### src/rtl/assert_macros.svh
// Assertion macros used by the top-level RTL file.
`ifndef ASSERT_MACROS_SVH
`define ASSERT_MACROS_SVH

// Same-cycle implication, sampled on clk, off while rst_n is low.
`define ASSERT_NOW(label, ante, cons, msg) \
  label: assert property (@(posedge clk) disable iff (!rst_n) (ante) |-> (cons)) \
    else $error(msg);

// Next-cycle implication, sampled on clk, off while rst_n is low.
`define ASSERT_NEXT(label, ante, cons, msg) \
  label: assert property (@(posedge clk) disable iff (!rst_n) (ante) |=> (cons)) \
    else $error(msg);

`endif

### src/rtl/lpts_pkg.sv
// Types, codes and constant tables for the LED pattern and tone sequencer.
package lpts_pkg;

  // Build-time constants
  localparam int BREATHE_PERIOD_MS = 2000;
  localparam int MAX_TONES         = 3;
  localparam int BRW               = $clog2(BREATHE_PERIOD_MS);
  localparam int SEQ_COLS          = 3;

  // Blink timing
  localparam int FAST_MS        = 100;
  localparam int SLOW_MS        = 500;
  localparam int STUTTER_MS     = 50;
  localparam int SPARSE_MS      = 2000;
  localparam int STUTTER_PHASES = 6;
  localparam int STUTTER_ON     = 3;

  // Item kinds
  localparam logic [2:0] KIND_TICK    = 3'd0;
  localparam logic [2:0] KIND_EVENT   = 3'd1;
  localparam logic [2:0] KIND_LINK    = 3'd2;
  localparam logic [2:0] KIND_EMERG   = 3'd3;
  localparam logic [2:0] KIND_ALIGN   = 3'd4;
  localparam logic [2:0] KIND_SILENCE = 3'd5;

  // Event codes
  localparam logic [3:0] EVT_BOOT      = 4'd1;
  localparam logic [3:0] EVT_READY     = 4'd2;
  localparam logic [3:0] EVT_TX        = 4'd3;
  localparam logic [3:0] EVT_RX        = 4'd4;
  localparam logic [3:0] EVT_SWITCH    = 4'd5;
  localparam logic [3:0] EVT_LORA_EMG  = 4'd6;
  localparam logic [3:0] EVT_ALIGN     = 4'd7;
  localparam logic [3:0] EVT_EMG_RX    = 4'd8;
  localparam logic [3:0] EVT_BATT_LOW  = 4'd9;
  localparam logic [3:0] EVT_BATT_CRIT = 4'd10;
  localparam logic [3:0] EVT_CRC_ERR   = 4'd11;

  // Link codes
  localparam logic [1:0] LINK_WIFI = 2'd1;
  localparam logic [1:0] LINK_FSO  = 2'd2;
  localparam logic [1:0] LINK_LORA = 2'd3;

  // Pattern codes
  localparam logic [2:0] PAT_OFF     = 3'd0;
  localparam logic [2:0] PAT_ON      = 3'd1;
  localparam logic [2:0] PAT_BREATHE = 3'd2;
  localparam logic [2:0] PAT_FAST    = 3'd3;
  localparam logic [2:0] PAT_SLOW    = 3'd4;
  localparam logic [2:0] PAT_DOUBLE  = 3'd5;
  localparam logic [2:0] PAT_SPARSE  = 3'd6;
  localparam logic [2:0] PAT_STUTTER = 3'd7;

  // Sequence codes
  localparam logic [2:0] SEQ_NONE   = 3'd0;
  localparam logic [2:0] SEQ_BOOT   = 3'd1;
  localparam logic [2:0] SEQ_SWITCH = 3'd2;
  localparam logic [2:0] SEQ_EMERG  = 3'd3;
  localparam logic [2:0] SEQ_BATT   = 3'd4;

  // Config register indexes
  localparam logic [1:0] REG_REFRESH = 2'd0;
  localparam logic [1:0] REG_ALIGN   = 2'd1;
  localparam logic [1:0] REG_GAP     = 2'd2;

  typedef struct packed {
    logic [2:0]  kind;
    logic [3:0]  event_code;
    logic [1:0]  link_code;
    logic        emergency_on;
    logic [15:0] tone_freq;
  } item_t;

  typedef struct packed {
    logic [7:0]  green_level;
    logic [7:0]  blue_level;
    logic [7:0]  red_level;
    logic        buzzer_on;
    logic [15:0] buzzer_freq;
  } result_t;

  typedef struct packed {
    logic [7:0] refresh_interval_ms;
    logic [9:0] alignment_tone_ms;
    logic [9:0] tone_gap_ms;
  } cfg_t;

  // Millisecond phase counters derived from time_ms
  typedef struct packed {
    logic [6:0]     c100;   // t mod 100
    logic [1:0]     q100;   // (t / 100) mod 4
    logic [8:0]     c500;   // t mod 500
    logic           h500;   // (t / 500) & 1
    logic [5:0]     c50;    // t mod 50
    logic [2:0]     q50;    // (t / 50) mod 6
    logic [10:0]    c2000;  // t mod 2000
    logic           h2000;  // (t / 2000) & 1
    logic [BRW-1:0] bm;     // t mod breathe period
    logic [BRW-1:0] br;     // (bm * 256) mod period
    logic [7:0]     bp;     // (bm * 256) / period
  } phase_t;

  // round(255*sin(pi*i/128)), quarter wave
  localparam logic [7:0] SINE_ROM [0:64] = '{
    8'd0,   8'd6,   8'd13,  8'd19,  8'd25,  8'd31,  8'd37,  8'd44,
    8'd50,  8'd56,  8'd62,  8'd68,  8'd74,  8'd80,  8'd86,  8'd92,
    8'd98,  8'd103, 8'd109, 8'd115, 8'd120, 8'd126, 8'd131, 8'd136,
    8'd142, 8'd147, 8'd152, 8'd157, 8'd162, 8'd167, 8'd171, 8'd176,
    8'd180, 8'd185, 8'd189, 8'd193, 8'd197, 8'd201, 8'd205, 8'd208,
    8'd212, 8'd215, 8'd219, 8'd222, 8'd225, 8'd228, 8'd231, 8'd233,
    8'd236, 8'd238, 8'd240, 8'd242, 8'd244, 8'd246, 8'd247, 8'd249,
    8'd250, 8'd251, 8'd252, 8'd253, 8'd254, 8'd254, 8'd255, 8'd255,
    8'd255
  };

  function automatic logic [15:0] seq_freq(logic [2:0] s, logic [1:0] i);
    logic [15:0] f;
    f = '0;
    case (s)
      SEQ_BOOT: begin
        case (i)
          2'd0:    f = 16'd523;
          2'd1:    f = 16'd659;
          2'd2:    f = 16'd784;
          default: f = '0;
        endcase
      end
      SEQ_SWITCH: begin
        case (i)
          2'd0:    f = 16'd600;
          2'd1:    f = 16'd500;
          2'd2:    f = 16'd400;
          default: f = '0;
        endcase
      end
      SEQ_EMERG: begin
        case (i)
          2'd0, 2'd1: f = 16'd1047;
          default:    f = '0;
        endcase
      end
      SEQ_BATT: begin
        case (i)
          2'd0, 2'd1: f = 16'd200;
          default:    f = '0;
        endcase
      end
      default: f = '0;
    endcase
    return f;
  endfunction

  function automatic logic [15:0] seq_dur(logic [2:0] s, logic [1:0] i);
    logic [15:0] d;
    d = '0;
    case (s)
      SEQ_BOOT: begin
        case (i)
          2'd0, 2'd1: d = 16'd150;
          2'd2:       d = 16'd300;
          default:    d = '0;
        endcase
      end
      SEQ_SWITCH: begin
        case (i)
          2'd0, 2'd1: d = 16'd100;
          2'd2:       d = 16'd200;
          default:    d = '0;
        endcase
      end
      SEQ_EMERG: begin
        case (i)
          2'd0, 2'd1: d = 16'd100;
          default:    d = '0;
        endcase
      end
      SEQ_BATT: begin
        case (i)
          2'd0:    d = 16'd200;
          2'd1:    d = 16'd400;
          default: d = '0;
        endcase
      end
      default: d = '0;
    endcase
    return d;
  endfunction

  // Tones played by a sequence, capped at MAX_TONES
  function automatic logic [3:0] seq_count(logic [2:0] s);
    logic [3:0] n;
    case (s)
      SEQ_BOOT, SEQ_SWITCH: n = 4'd3;
      SEQ_EMERG, SEQ_BATT:  n = 4'd2;
      default:              n = 4'd0;
    endcase
    return (n > 4'(MAX_TONES)) ? 4'(MAX_TONES) : n;
  endfunction

endpackage

### src/rtl/lpts_timebase.sv
// Millisecond clock and the blink/breathe phase counters that follow it.
module lpts_timebase (
  input  logic            clk,
  input  logic            rst_n,
  input  logic            tick_en,
  output lpts_pkg::phase_t ph_nxt
);

  localparam int P = lpts_pkg::BREATHE_PERIOD_MS;
  localparam int W = lpts_pkg::BRW;

  logic [31:0]      time_r;
  logic [31:0]      time_nxt;
  lpts_pkg::phase_t ph_r;
  logic [W:0]       bsum;

  always_comb begin
    time_nxt = time_r + 32'd1;
    ph_nxt   = ph_r;
    bsum     = {1'b0, ph_r.br} + (W+1)'(256);
    if (time_r == '1) begin
      // 32-bit wrap: every phase restarts at zero
      ph_nxt = '0;
    end else begin
      if (ph_r.c100 == 7'(lpts_pkg::FAST_MS - 1)) begin
        ph_nxt.c100 = '0;
        ph_nxt.q100 = ph_r.q100 + 2'd1;
      end else begin
        ph_nxt.c100 = ph_r.c100 + 7'd1;
      end
      if (ph_r.c500 == 9'(lpts_pkg::SLOW_MS - 1)) begin
        ph_nxt.c500 = '0;
        ph_nxt.h500 = ~ph_r.h500;
      end else begin
        ph_nxt.c500 = ph_r.c500 + 9'd1;
      end
      if (ph_r.c50 == 6'(lpts_pkg::STUTTER_MS - 1)) begin
        ph_nxt.c50 = '0;
        ph_nxt.q50 = (ph_r.q50 == 3'(lpts_pkg::STUTTER_PHASES - 1)) ? 3'd0 : ph_r.q50 + 3'd1;
      end else begin
        ph_nxt.c50 = ph_r.c50 + 6'd1;
      end
      if (ph_r.c2000 == 11'(lpts_pkg::SPARSE_MS - 1)) begin
        ph_nxt.c2000 = '0;
        ph_nxt.h2000 = ~ph_r.h2000;
      end else begin
        ph_nxt.c2000 = ph_r.c2000 + 11'd1;
      end
      // breathe phase: bp advances by 256/P per ms, br carries the remainder
      if (ph_r.bm == W'(P - 1)) begin
        ph_nxt.bm = '0;
        ph_nxt.br = '0;
        ph_nxt.bp = '0;
      end else begin
        ph_nxt.bm = ph_r.bm + W'(1);
        if (bsum >= (W+1)'(P)) begin
          ph_nxt.br = W'(bsum - (W+1)'(P));
          ph_nxt.bp = ph_r.bp + 8'd1;
        end else begin
          ph_nxt.br = W'(bsum);
        end
      end
    end
  end

  always_ff @(posedge clk) begin
    if (!rst_n) begin
      time_r <= '0;
      ph_r   <= '0;
    end else if (tick_en) begin
      time_r <= time_nxt;
      ph_r   <= ph_nxt;
    end
  end

endmodule

### src/rtl/lpts_pattern.sv
// LED level for one pattern code at the current millisecond phase.
module lpts_pattern (
  input  logic [2:0]       pattern,
  input  lpts_pkg::phase_t ph,
  output logic [7:0]       level
);

  logic [6:0] bq;
  logic [7:0] h;

  always_comb begin
    bq = ph.bp[6:0];
    if (bq > 7'd64) begin
      bq = 7'(8'd128 - {1'b0, bq});
    end
    h = lpts_pkg::SINE_ROM[bq];
  end

  always_comb begin
    case (pattern)
      lpts_pkg::PAT_OFF:     level = 8'd0;
      lpts_pkg::PAT_ON:      level = 8'd255;
      lpts_pkg::PAT_BREATHE: level = ph.bp[7] ? 8'((9'd255 - {1'b0, h}) >> 1)
                                              : 8'((9'd255 + {1'b0, h}) >> 1);
      lpts_pkg::PAT_FAST:    level = ph.q100[0] ? 8'd255 : 8'd0;
      lpts_pkg::PAT_SLOW:    level = ph.h500 ? 8'd255 : 8'd0;
      lpts_pkg::PAT_DOUBLE:  level = ph.q100[0] ? 8'd0 : 8'd255;
      lpts_pkg::PAT_SPARSE:  level = ph.h2000 ? 8'd255 : 8'd0;
      lpts_pkg::PAT_STUTTER: level = (ph.q50 < 3'(lpts_pkg::STUTTER_ON)) ? 8'd255 : 8'd0;
      default:               level = 8'd0;
    endcase
  end

endmodule

### src/rtl/lpts_ctrl.sv
// Pattern, level, tone and sequence state; computes the result of one item.
module lpts_ctrl (
  input  logic             clk,
  input  logic             rst_n,
  input  logic             en,
  input  lpts_pkg::item_t  item,
  input  lpts_pkg::cfg_t   cfg,
  input  lpts_pkg::phase_t ph,
  output lpts_pkg::result_t res
);

  logic [2:0]  pat_r       [3];
  logic [2:0]  pat_nxt     [3];
  logic [7:0]  lvl_r       [3];
  logic [7:0]  lvl_nxt     [3];
  logic [7:0]  lvl_new     [3];
  logic        active_r,   active_nxt;
  logic [15:0] freq_r,     freq_nxt;
  logic [15:0] len_r,      len_nxt;
  logic [31:0] tone_el_r,  tone_el_nxt;
  logic [31:0] ref_el_r,   ref_el_nxt;
  logic [2:0]  seq_r,      seq_nxt;
  logic [2:0]  step_r,     step_nxt;

  logic [31:0] tone_inc;
  logic [31:0] ref_inc;
  logic [16:0] due;
  logic [3:0]  step_next;
  logic        do_seq;
  logic [2:0]  seq_code;

  for (genvar g = 0; g < 3; g++) begin : g_led
    lpts_pattern u_pattern (
      .pattern (pat_r[g]),
      .ph      (ph),
      .level   (lvl_new[g])
    );
  end

  always_comb begin
    pat_nxt     = pat_r;
    lvl_nxt     = lvl_r;
    active_nxt  = active_r;
    freq_nxt    = freq_r;
    len_nxt     = len_r;
    tone_el_nxt = tone_el_r;
    ref_el_nxt  = ref_el_r;
    seq_nxt     = seq_r;
    step_nxt    = step_r;
    tone_inc    = tone_el_r + 32'd1;
    ref_inc     = ref_el_r + 32'd1;
    due         = 17'(len_r) + 17'(cfg.tone_gap_ms);
    step_next   = {1'b0, step_r} + 4'd1;
    do_seq      = 1'b0;
    seq_code    = lpts_pkg::SEQ_NONE;

    if (en) begin
      case (item.kind)
        lpts_pkg::KIND_TICK: begin
          tone_el_nxt = tone_inc;
          ref_el_nxt  = ref_inc;
          if (seq_r >= lpts_pkg::SEQ_BOOT && seq_r <= lpts_pkg::SEQ_BATT) begin
            if (tone_inc >= 32'(due)) begin
              if (step_next < lpts_pkg::seq_count(seq_r) &&
                  step_next < 4'(lpts_pkg::SEQ_COLS)) begin
                step_nxt    = step_next[2:0];
                freq_nxt    = lpts_pkg::seq_freq(seq_r, step_next[1:0]);
                len_nxt     = lpts_pkg::seq_dur(seq_r, step_next[1:0]);
                tone_el_nxt = '0;
                active_nxt  = 1'b1;
              end else begin
                seq_nxt  = lpts_pkg::SEQ_NONE;
                step_nxt = '0;
              end
            end
          end else begin
            seq_nxt = lpts_pkg::SEQ_NONE;
          end
          // refresh sees the tone state left by the sequence step
          if (ref_inc >= 32'(cfg.refresh_interval_ms)) begin
            ref_el_nxt = '0;
            lvl_nxt    = lvl_new;
            if (active_nxt && tone_el_nxt >= 32'(len_nxt)) begin
              active_nxt = 1'b0;
            end
          end
        end
        lpts_pkg::KIND_EVENT: begin
          unique case (item.event_code) inside
            lpts_pkg::EVT_BOOT: begin
              pat_nxt  = '{lpts_pkg::PAT_BREATHE, lpts_pkg::PAT_OFF, lpts_pkg::PAT_OFF};
              do_seq   = 1'b1;
              seq_code = lpts_pkg::SEQ_BOOT;
            end
            lpts_pkg::EVT_READY:
              pat_nxt = '{lpts_pkg::PAT_BREATHE, lpts_pkg::PAT_DOUBLE, lpts_pkg::PAT_OFF};
            lpts_pkg::EVT_TX, lpts_pkg::EVT_RX:
              pat_nxt = '{lpts_pkg::PAT_BREATHE, lpts_pkg::PAT_FAST, lpts_pkg::PAT_OFF};
            lpts_pkg::EVT_SWITCH: begin
              pat_nxt  = '{lpts_pkg::PAT_BREATHE, lpts_pkg::PAT_OFF, lpts_pkg::PAT_FAST};
              do_seq   = 1'b1;
              seq_code = lpts_pkg::SEQ_SWITCH;
            end
            lpts_pkg::EVT_LORA_EMG:
              pat_nxt = '{lpts_pkg::PAT_BREATHE, lpts_pkg::PAT_SPARSE, lpts_pkg::PAT_OFF};
            lpts_pkg::EVT_ALIGN:
              pat_nxt = '{lpts_pkg::PAT_BREATHE, lpts_pkg::PAT_SLOW, lpts_pkg::PAT_OFF};
            lpts_pkg::EVT_EMG_RX: begin
              pat_nxt  = '{lpts_pkg::PAT_BREATHE, lpts_pkg::PAT_FAST, lpts_pkg::PAT_FAST};
              do_seq   = 1'b1;
              seq_code = lpts_pkg::SEQ_EMERG;
            end
            lpts_pkg::EVT_BATT_LOW: begin
              pat_nxt  = '{lpts_pkg::PAT_BREATHE, lpts_pkg::PAT_OFF, lpts_pkg::PAT_SLOW};
              do_seq   = 1'b1;
              seq_code = lpts_pkg::SEQ_BATT;
            end
            lpts_pkg::EVT_BATT_CRIT: begin
              pat_nxt  = '{lpts_pkg::PAT_FAST, lpts_pkg::PAT_OFF, lpts_pkg::PAT_FAST};
              do_seq   = 1'b1;
              seq_code = lpts_pkg::SEQ_BATT;
            end
            lpts_pkg::EVT_CRC_ERR:
              pat_nxt = '{lpts_pkg::PAT_BREATHE, lpts_pkg::PAT_OFF, lpts_pkg::PAT_STUTTER};
            default: ;
          endcase
        end
        lpts_pkg::KIND_LINK: begin
          case (item.link_code)
            lpts_pkg::LINK_WIFI: pat_nxt[1] = lpts_pkg::PAT_DOUBLE;
            lpts_pkg::LINK_FSO:  pat_nxt[1] = lpts_pkg::PAT_SLOW;
            lpts_pkg::LINK_LORA: pat_nxt[1] = lpts_pkg::PAT_SPARSE;
            default:             pat_nxt[1] = lpts_pkg::PAT_OFF;
          endcase
        end
        lpts_pkg::KIND_EMERG: begin
          if (item.emergency_on) begin
            pat_nxt[2] = lpts_pkg::PAT_FAST;
            do_seq     = 1'b1;
            seq_code   = lpts_pkg::SEQ_EMERG;
          end else begin
            pat_nxt[2] = lpts_pkg::PAT_OFF;
            active_nxt = 1'b0;
            seq_nxt    = lpts_pkg::SEQ_NONE;
            step_nxt   = '0;
          end
        end
        lpts_pkg::KIND_ALIGN: begin
          active_nxt = 1'b0;
          seq_nxt    = lpts_pkg::SEQ_NONE;
          step_nxt   = '0;
          if (item.tone_freq != 16'd0) begin
            freq_nxt    = item.tone_freq;
            len_nxt     = 16'(cfg.alignment_tone_ms);
            tone_el_nxt = '0;
            active_nxt  = 1'b1;
          end
        end
        lpts_pkg::KIND_SILENCE: begin
          active_nxt = 1'b0;
          seq_nxt    = lpts_pkg::SEQ_NONE;
          step_nxt   = '0;
        end
        default: ;
      endcase

      // sequence start replaces any running tone
      if (do_seq) begin
        seq_nxt     = seq_code;
        step_nxt    = '0;
        freq_nxt    = lpts_pkg::seq_freq(seq_code, 2'd0);
        len_nxt     = lpts_pkg::seq_dur(seq_code, 2'd0);
        tone_el_nxt = '0;
        active_nxt  = 1'b1;
      end
    end
  end

  always_comb begin
    res.green_level = lvl_nxt[0];
    res.blue_level  = lvl_nxt[1];
    res.red_level   = lvl_nxt[2];
    res.buzzer_on   = active_nxt;
    res.buzzer_freq = active_nxt ? freq_nxt : 16'd0;
  end

  always_ff @(posedge clk) begin
    if (!rst_n) begin
      pat_r     <= '{lpts_pkg::PAT_OFF, lpts_pkg::PAT_OFF, lpts_pkg::PAT_OFF};
      lvl_r     <= '{8'd0, 8'd0, 8'd0};
      active_r  <= 1'b0;
      freq_r    <= '0;
      len_r     <= '0;
      tone_el_r <= '0;
      ref_el_r  <= '0;
      seq_r     <= lpts_pkg::SEQ_NONE;
      step_r    <= '0;
    end else begin
      pat_r     <= pat_nxt;
      lvl_r     <= lvl_nxt;
      active_r  <= active_nxt;
      freq_r    <= freq_nxt;
      len_r     <= len_nxt;
      tone_el_r <= tone_el_nxt;
      ref_el_r  <= ref_el_nxt;
      seq_r     <= seq_nxt;
      step_r    <= step_nxt;
    end
  end

endmodule

### src/rtl/led_pattern_and_tone_sequencer_unit.sv
// Top level of the LED pattern and tone sequencer: channels, config registers, pipeline.
//
//  channel | dir     | handshake              | payload
//  --------+---------+------------------------+------------------------------------------
//  in_     | slave   | in_tvalid / in_tready  | tuser kind; tdata event, link, emerg, freq
//  out_    | master  | out_tvalid / out_tready| tdata levels g/b/r, buzzer_on, buzzer_freq
//  cfg_    | APB     | psel/penable, pready=1 | refresh, alignment tone, tone gap registers
//
//  One item per cycle sustained while out_tready is high. An accepted item is held in
//  the input register, then a single combinational pass updates all state and loads
//  the result register, which drives out_tvalid. Blink and breathe phases are kept as
//  running counters, so no divider is used. rst_n is synchronous; reset clears control
//  state and loads the register defaults, but not the input and result data registers.
//  A stalled output holds both stages; in_tready drops only when both are full and stalled.
`include "assert_macros.svh"

module led_pattern_and_tone_sequencer_unit (
  input  logic        clk,
  input  logic        rst_n,
  // input items
  input  logic        in_tvalid,
  output logic        in_tready,
  input  logic [23:0] in_tdata,   // [3:0] event_code, [5:4] link_code, [6] emergency_on,
                                  // [22:7] tone_freq, [23] zero
  input  logic [2:0]  in_tuser,   // [2:0] kind
  // result items
  output logic        out_tvalid,
  input  logic        out_tready,
  output logic [47:0] out_tdata,  // [7:0] green_level, [15:8] blue_level, [23:16] red_level,
                                  // [24] buzzer_on, [40:25] buzzer_freq, [47:41] zero
  // configuration
  input  logic        cfg_psel,
  input  logic        cfg_penable,
  input  logic        cfg_pwrite,
  input  logic [3:0]  cfg_paddr,
  input  logic [31:0] cfg_pwdata,
  output logic [31:0] cfg_prdata,
  output logic        cfg_pready
);

  lpts_pkg::cfg_t    cfg_r;
  lpts_pkg::item_t   in_item_r;
  logic              in_vld_r;
  lpts_pkg::result_t out_data_r;
  logic              out_vld_r;
  lpts_pkg::result_t res;
  lpts_pkg::phase_t  ph_nxt;
  logic              go;
  logic              in_acc;
  logic              cfg_wr;
  logic              tick_en;

  // --- configuration port ---
  assign cfg_pready = 1'b1;
  assign cfg_wr     = cfg_psel & cfg_penable & cfg_pwrite;

  always_ff @(posedge clk) begin
    if (!rst_n) begin
      cfg_r.refresh_interval_ms <= 8'd20;
      cfg_r.alignment_tone_ms   <= 10'd50;
      cfg_r.tone_gap_ms         <= 10'd50;
    end else if (cfg_wr) begin
      unique case (cfg_paddr[3:2])
        lpts_pkg::REG_REFRESH: cfg_r.refresh_interval_ms <= cfg_pwdata[7:0];
        lpts_pkg::REG_ALIGN:   cfg_r.alignment_tone_ms   <= cfg_pwdata[9:0];
        lpts_pkg::REG_GAP:     cfg_r.tone_gap_ms         <= cfg_pwdata[9:0];
        default: ;
      endcase
    end
  end

  always_comb begin
    unique case (cfg_paddr[3:2])
      lpts_pkg::REG_REFRESH: cfg_prdata = 32'(cfg_r.refresh_interval_ms);
      lpts_pkg::REG_ALIGN:   cfg_prdata = 32'(cfg_r.alignment_tone_ms);
      lpts_pkg::REG_GAP:     cfg_prdata = 32'(cfg_r.tone_gap_ms);
      default:               cfg_prdata = '0;
    endcase
  end

  // --- pipeline handshake ---
  // go: input register holds an item and the result register can take its result
  assign go        = in_vld_r & (~out_vld_r | out_tready);
  assign in_tready = ~in_vld_r | go;
  assign in_acc    = in_tvalid & in_tready;
  assign tick_en   = go & (in_item_r.kind == lpts_pkg::KIND_TICK);

  always_ff @(posedge clk) begin
    if (!rst_n) begin
      in_vld_r <= 1'b0;
    end else if (in_acc) begin
      in_vld_r <= 1'b1;
    end else if (go) begin
      in_vld_r <= 1'b0;
    end
  end

  always_ff @(posedge clk) begin
    if (in_acc) begin
      in_item_r.kind         <= in_tuser;
      in_item_r.event_code   <= in_tdata[3:0];
      in_item_r.link_code    <= in_tdata[5:4];
      in_item_r.emergency_on <= in_tdata[6];
      in_item_r.tone_freq    <= in_tdata[22:7];
    end
  end

  // --- processing ---
  lpts_timebase u_timebase (
    .clk     (clk),
    .rst_n   (rst_n),
    .tick_en (tick_en),
    .ph_nxt  (ph_nxt)
  );

  lpts_ctrl u_ctrl (
    .clk   (clk),
    .rst_n (rst_n),
    .en    (go),
    .item  (in_item_r),
    .cfg   (cfg_r),
    .ph    (ph_nxt),
    .res   (res)
  );

  // --- result register ---
  always_ff @(posedge clk) begin
    if (!rst_n) begin
      out_vld_r <= 1'b0;
    end else if (go) begin
      out_vld_r <= 1'b1;
    end else if (out_tready) begin
      out_vld_r <= 1'b0;
    end
  end

  always_ff @(posedge clk) begin
    if (go) begin
      out_data_r <= res;
    end
  end

  assign out_tvalid = out_vld_r;
  assign out_tdata  = {7'd0, out_data_r.buzzer_freq, out_data_r.buzzer_on,
                       out_data_r.red_level, out_data_r.blue_level, out_data_r.green_level};

  // --- assertions ---
  `ASSERT_NEXT(a_go_fills_out, go, out_vld_r, "processed item did not reach result register")
  `ASSERT_NEXT(a_in_stage_hold, in_vld_r && !go, in_vld_r && $stable(in_item_r),
               "stalled input stage lost its item")
  `ASSERT_NOW(a_buzzer_quiet, out_vld_r && !out_data_r.buzzer_on,
              out_data_r.buzzer_freq == 16'd0, "silent buzzer shows a frequency")

endmodule

### config.mk
export PLATFORM = sky130hd
export DESIGN_NAME = led_pattern_and_tone_sequencer_unit
export DESIGN_NICKNAME = d
export VERILOG_FILES = /design/src/rtl/lpts_pkg.sv /design/src/rtl/lpts_timebase.sv /design/src/rtl/lpts_pattern.sv /design/src/rtl/lpts_ctrl.sv /design/src/rtl/led_pattern_and_tone_sequencer_unit.sv
export VERILOG_INCLUDE_DIRS = /design/src /design/src/rtl
export SDC_FILE = /design/constraint.sdc
export NUM_CORES = 1
export LEC_CHECK = 0
export ABC_AREA = 1
export BUFFER_PORTS_ARGS = -buffer_cell sky130_fd_sc_hd__buf_2
export CELL_PAD_IN_SITES_DETAIL_PLACEMENT = 0
export CELL_PAD_IN_SITES_GLOBAL_PLACEMENT = 1
export CORE_ASPECT_RATIO = 1.2
export CORE_MARGIN = 3
export CORE_UTILIZATION = 40
export DETAILED_ROUTE_END_ITERATION = 6
export PLACE_DENSITY_LB_ADDON = 0.1
export SLEW_MARGIN = 20
export SYNTH_ARGS = -nofsm -noshare
export SYNTH_HDL_FRONTEND = slang
export SYNTH_SLANG_ARGS = --single-unit
### constraint.sdc
create_clock -name clk -period 5.5 [get_ports clk]
set_clock_uncertainty 0.1 [all_clocks]
set_input_delay 0.825 -clock clk [delete_from_list [all_inputs] [get_ports clk]]
set_output_delay 0.825 -clock clk [all_outputs]
set_load 0.005 [all_outputs]
==> impl_metrics.py, run 1 <==
metrics = {
    "timing": {
        "tightestPinTransition_ps": 940,
        "setup_viol": 18,
        "grt_setup_unrepaired": "yes",
        "holdWs_ps": 340,
        "min_period_over_period": 1.11,
        "worst_slack_ps": -586,
        "max_clock_freq_ghz": 0.164,
        "finalHoldViolations": 0,
        "relSlewSlack": 0.373,
        "finalSetupTns_ps": -9820,
        "slew_viol_final": 0,
        "fin_crit_ps": 6090,
    },
    "yosys": {
        "syn-instance-count": 2634,
        "syn-cell-area_sq_mm": 0.0190,
        "ys_async_sr_fraction": 0,
        "yosys_warnings": 0,
        "synth.distinct_cells": 62,
        "yosys.area.top_type_share": 0.275,
        "synth_edf_count": 67,
        "synth_top_area_cell": "dfxtp_1",
        "synthFlopType": "dfxtp_1",
        "ys_seq_area_frac": 0.380,
        "synth.top_cells.by_area": "dfxtp_1 27%, nand2_1 11%, edfxtp_1 11%, inv_1 6.4%, a21oi_1 5.9%",
        "synth.avg_cell_area_sq_um": 7.22,
        "synth_seq_cells": 328,
    },
    "setup_path": {
        "crit_family": "simple AND/OR/NAND/NOR gates",
        "critical_path.most_common_cell": "buf_4",
        "crit_path_max_fanout": 8,
        "cpPeakStageDelay_ps": 330,
        "arrival_ps": 6290,
        "timing.rr.end": "out_tdata[32]$_SDFFCE_PN0P_",
        "worstSetupStartpointType": "register",
        "reg2reg_slack_ps": -590,
        "cp.required_ps": 5700,
        "crit_path_end_kind": "register",
        "r2r-start": "u_ctrl.len_r[0]$_SDFFE_PN0P_",
        "crit_slowest_cell": "dfxtp_2",
        "reg2reg_depth": 44,
        "timing.critical_path.buf_inv": 12,
        "worstSetupPathType": "reg2reg",
    },
    "placed_design": {
        "place_hpwl_mm": 38.1,
        "io_buffers": 97,
        "place_inst": 3344,
        "gp_congestion": 0.885,
    },
    "power_and_ir_drop": {
        "power.leakage_nw": 9.44,
        "pwr_density_cell_mw_per_mm2": 254,
        "vdd_ir_drop_max_v": 0.000193,
    },
    "clock_network": {
        "clk_path_buf_depth": 3,
        "cts.sinks": 328,
        "cts.clk_slew.worst_paths_ps": 60,
        "numCtsBuffers": 38,
        "h-tree-depth": 2,
        "cts_tree": "done",
        "cts_hold_buffers": 0,
        "worstSkewPairLatency_ps": 560,
        "root_buffer": "clkbuf_16",
    },
    "floorplanning": {
        "core-area_sq_mm": 0.0465,
        "start_util": 0.409,
        "dieWidth_um": 205,
        "num_io_pins": 153,
        "dieArea_sq_mm": 0.0502,
        "die_y_um": 245,
        "core.rowCount": 86,
    },
    "route": {
        "ant_nets": 0,
        "firstDrtPassIters": 5,
        "vias_per_cell": 5.08,
        "drtIter0Drc": 866,
        "routed_wirelength_mm": 53.0,
        "vias": 17500,
        "route.detailed.drc": 0,
        "wire_per_inst_um": 15.4,
    },
    "status": {
        "status": "complete, but fails checks",
        "violations": "negative setup slack",
    },
    "global_route": {
        "antenna_found_initial": 2,
        "grt_pass1_wl_mm": 86.2,
        "track_usage": 0.210,
        "grt_pass1_vias": 16800,
        "grt_max_degree": 109,
        "grt-ovfl-total": 0,
    },
    "worst_hold_path": {
        "hold_depth": 1,
        "hold_path_end": "in_item_r[5]$_DFFE_PP_",
        "hold_path.startpoint": "in_tdata[12]",
        "hp-class": "in2reg",
    },
    "cells_and_area": {
        "final_cell_count_no_fill": 3442,
        "mostFrequentLayoutCell": "nand2_1",
        "syn2layout_area_growth_pct": 18.2,
        "mostFrequentLayoutCells": "525 x nand2_1, 312 x inv_1, 262 x nor2_1",
        "final_util": 0.484,
        "nNetsFinal": 2946,
        "drive_gt1_frac": 0.162,
    },
    "run": {
        "maxCapViolCount": 0,
    },
}
report_power, final:
| group | internal, W | total (W) | switching [W] |
|---|---|---|---|
| clock | 0.00168 | 0.00272 | 0.00104 |
| combinational | 0.000147 | 0.000468 | 0.000321 |
| sequential | 0.00250 | 0.00253 | 0.0000307 |
state kept, by name (all words and copies together) (netlist names):
signal             flops
u_ctrl.pat_r           7
u_timebase.ph_r       65
in_vld_r               1
out_tdata             41
cfg_r                 28
u_ctrl.step_r          3
u_ctrl.lvl_r          24
in_item_r             26
u_ctrl.seq_r           3
u_timebase.time_r     32
u_ctrl.len_r          16
u_ctrl.ref_el_r       32
u_ctrl.freq_r         16
u_ctrl.active_r        1
out_tvalid             1
u_ctrl.tone_el_r      32
layout make-up:
cell class / instances / area (sq um)
Multi-Input combinational cell: 1884 / 10500
Sequential cell: 328 / 7240
Antenna cell: 1 / 2.50
Timing Repair Buffer: 194 / 1320
Clock buffer: 52 / 1130
Tap cell: 616 / 771
Fill cell: 4701 / 24000
Clock inverter: 18 / 226
Inverter: 348 / 1320
Timing Repair inverter: 1 / 6.26
routing by layer:
metal,wire (um),GRT usage,vias up
met5,0,0,-
met4,1300,0.0623,0
met3,2330,0.0273,81
met2,24800,0.357,347
met1,24600,0.277,8094
li1,-,-,8964
worst reg2reg max path: cells and delay by family, from the launching register on:
family / cells / cell delay (ps)
buffers and inverters: 12 / 1430
and+or+nand+nor: 20 / 2160
adders and majority gates: 4 / 920
xor gates and xnor gates: 1 / 140
DFF: 1 / 330
AOI/OAI and AO/OA: 7 / 830
metrics by stage:
stage,setup WS [ps],area (sq um),total power (W)
after global routing,-1010,22500,0.00596
after CTS,-403,22300,0.00580
after detailed placement,-677,20400,0.00301
after floorplan,9.34,19200,0.00287
after global placement,-500,20400,0.00301
final,-586,22500,0.00572
synthesized netlist by cell type, types with 15 or more instances:
cell      instances
inv_2            17
nand2_2          26
o211ai_1         27
o21ai_1          19
nor2_1          268
nor3_1           83
nand4_1          37
buf_4            34
nand3_1         122
xnor2_1          18
ha_1             80
clkbuf_1         55
edfxtp_1         67
dfxtp_1         261
o21ai_0         156
xor2_1           67
a211oi_1         15
inv_1           323
a21oi_1         224
nand2_1         540
nor2_2           25
how the worst max path moves through the flow:
stage	start	to	slack, ps	cells after the start
2_1_floorplan	u_ctrl.len_r[0]$_SDFFE_PN0P_	out_tdata[35]$_SDFFCE_PN0P_	9	43
3_3_place_gp	cfg_r[0]$_SDFFE_PN0P_	out_tdata[32]$_SDFFCE_PN0P_	-500	41
3_5_place_dp	u_ctrl.len_r[0]$_SDFFE_PN0P_	out_tdata[28]$_SDFFCE_PN0P_	-680	41
4_1_cts	cfg_r[0]$_SDFFE_PN0P_	out_tdata[28]$_SDFFCE_PN0P_	-400	41
5_1_grt	u_ctrl.len_r[0]$_SDFFE_PN0P_	out_tdata[31]$_SDFFCE_PN0P_	-1010	42
6_report	u_ctrl.len_r[0]$_SDFFE_PN0P_	out_tdata[32]$_SDFFCE_PN0P_	-590	44
timing repair:
action | in CTS | in global routing
gates resized for setup | 81 | 29
buffers inserted | 13 | 8
gates cloned | 8 | 0
hold endpoints to repair | 0 | 0
pin swaps | 15 | 34
endpoints found under the setup margin | 18 | 26
logic make-up (layout without fill, tap and decap cells):
family / count (synthesis) / in the layout / share of synthesized area
and+or+nand+nor: 1171 / 1175 / 0.277
adders and majority gates: 81 / 81 / 0.0537
buffers and inverters: 454 / 613 / 0.0987
AOI/OAI and AO/OA: 513 / 513 / 0.151
DFF: 328 / 328 / 0.380
other: 2 / 31 / 0.000395
xor gates and xnor gates: 85 / 85 / 0.0391
No activity file was read; power rests on OpenSTA's default activity.
==> run 2: changes to the inputs <==
--- a/config.mk
+++ b/config.mk
@@ -15,6 +15,7 @@
 export CORE_UTILIZATION = 40
 export DETAILED_ROUTE_END_ITERATION = 6
 export PLACE_DENSITY_LB_ADDON = 0.1
+export REMOVE_ABC_BUFFERS = 1
 export SLEW_MARGIN = 20
 export SYNTH_ARGS = -nofsm -noshare
 export SYNTH_HDL_FRONTEND = slang
==> impl_metrics.py, run 2 (synthesis gave the netlist of run 1 again) <==
metrics = {
    "placed_design": {
        "io_buffers": 97,
        "place_inst": 3338,
        "place_hpwl_mm": 37.6,
        "dpl-instance-area_sq_mm": 0.0204,
        "gp_congestion": 0.858,
    },
    "clock_network": {
        "numCtsBuffers": 38,
        "h-tree-depth": 2,
        "worstSkewPairLatency_ps": 560,
        "cts_tree": "done",
        "cts.sinks": 328,
        "clk_path_buf_depth": 3,
        "cts.clk_slew.worst_paths_ps": 60,
        "root_buffer": "clkbuf_16",
    },
    "cells_and_area": {
        "postLayoutCellArea_sq_mm": 0.0226,
        "mostFrequentLayoutCell": "nand2_1",
        "regMostFlops": "u_timebase.ph_r",
        "drive_gt1_frac": 0.164,
        "mostFrequentLayoutCells": "529 x nand2_1, 313 x inv_1, 258 x nor2_1",
        "nNetsFinal": 2942,
        "syn2layout_area_growth_pct": 18.7,
        "final_cell_count_no_fill": 3438,
        "largest_reg_flops": 65,
    },
    "setup_path": {
        "critical_path.most_common_cell": "nand2_1",
        "critPathLaunch": "cfg_r[0]$_SDFFE_PN0P_",
        "r2r-start": "cfg_r[0]$_SDFFE_PN0P_",
        "crit_path_max_fanout": 7,
        "timing.critical_path.buf_inv": 6,
        "cp.required_ps": 5700,
        "arrival_ps": 6130,
        "crit_path_end_kind": "register",
        "worstSetupStartpointType": "register",
        "crit_slowest_cell": "dfxtp_2",
        "cpPeakStageDelay_ps": 350,
        "worstSetupPathType": "reg2reg",
        "crit_family": "simple AND/OR/NAND/NOR gates",
    },
    "timing": {
        "slew_viol_final": 0,
        "fin_crit_ps": 5930,
        "min_period_over_period": 1.08,
        "finalSetupTns_ps": -7260,
        "max_clock_freq_ghz": 0.169,
        "finalHoldViolations": 0,
        "grt_setup_unrepaired": "yes",
        "setup_viol": 18,
        "worst_slack_ps": -432,
        "relSlewSlack": 0.250,
        "tightestPinTransition_ps": 1120,
    },
    "status": {
        "violations": "negative setup slack",
        "status": "complete, but fails checks",
    },
    "global_route": {
        "met1_usage": 0.247,
        "grt_util_met3": 0.0306,
        "antenna_found_initial": 1,
        "use_met2": 0.372,
        "track_usage": 0.205,
        "grt_max_degree": 84,
        "grt_pass1_vias": 16900,
        "grt-ovfl-total": 0,
        "grt_pass1_wl_mm": 84.8,
        "grt_busiest_layer": "met2",
    },
    "power_and_ir_drop": {
        "power.leakage_nw": 9.47,
        "netSwitchingPower_w": 0.00138,
        "swShare": 0.241,
        "pwr_density_cell_mw_per_mm2": 253,
        "vdd_ir_drop_max_v": 0.000174,
        "p_int_w": 0.00434,
        "pwr-share-comb": 0.084,
        "finalPower_w": 0.00572,
        "clockPowerShare": 0.473,
        "seq_power_share": 0.443,
    },
    "floorplanning": {
        "dieWidth_um": 205,
        "dieArea_sq_mm": 0.0502,
        "core-area_sq_mm": 0.0465,
        "start_util": 0.409,
        "die_y_um": 245,
        "num_io_pins": 153,
        "core.rowCount": 86,
    },
    "route": {
        "route.detailed.drc": 0,
        "wire_per_inst_um": 15.3,
        "vias": 17400,
        "routed_wirelength_mm": 52.5,
        "vias_per_cell": 5.06,
        "drtIter0Drc": 794,
        "ant_nets": 0,
        "firstDrtPassIters": 7,
    },
    "run": {
        "maxCapViolCount": 0,
    },
    "worst_hold_path": {
        "hp-class": "in2reg",
        "hold_path.startpoint": "in_tuser[0]",
    },
}
run 2: what timing repair did:
| action | in CTS | in global routing |
|---|---|---|
| resized for setup | 74 | 60 |
| buffers inserted | 15 | 9 |
| hold buffers | 0 | 0 |
| pin swaps | 36 | 48 |
| endpoints found under the setup margin | 21 | 25 |
| endpoints found under the hold margin | 0 | 0 |
| cloned | 2 | 3 |
run 2: area by class of cell:
class,instances,area [sq um]
fillers,4717,23900
multi-input cells,1880,10500
flip-flops and latches,328,7240
repair buffers,195,1430
inverters,348,1320
clock buffers,54,1090
well taps,616,771
clock inverters,16,238
diodes,1,2.50
run 2: stage by stage:
step	utilization	hold slack, ps	setup WS, ps
floorplan	-	337	-501
global placement	0.438	349	-673
detailed placement	0.438	360	-826
CTS	0.477	314	-416
global route	0.486	317	-833
finish	0.486	346	-432
run 2: worst reg2reg max path: cells and delay by family, from the launching register on:
kind            cells  cell delay (ps)
xor+xnor            1              170
buf+inv             6              650
fa+ha+maj           4             1030
simple gates       22             2390
flops               1              350
compound gates      9              960
run 2: layer usage:
metal | share of wire | vias up
li1 | - | 8955
met1 | 0.43 | 8123
met2 | 0.51 | 240
met3 | 0.032 | 79
met4 | 0.026 | 0
met5 | 0 | -
run 2: worst paths after layout:
check | slack (ps) | to | cells after the start
max reg2reg | -430 | out_tdata[37]$_SDFFCE_PN0P_ | 42
min reg2reg | 360 | u_timebase.time_r[23]$_SDFFE_PN0P_ | 2
min | 350 | in_item_r[23]$_DFFE_PP_ | 1
max | -430 | out_tdata[37]$_SDFFCE_PN0P_ | 42
run 2: power groups by stage:
stage	combinational, W	sequential [W]	clock, W
floorplan	0.000260	0.00258	0
global placement	0.000425	0.00258	0
detailed placement	0.000427	0.00258	0
CTS	0.000461	0.00253	0.00279
global route	0.000540	0.00254	0.00289
finish	0.000483	0.00253	0.00270
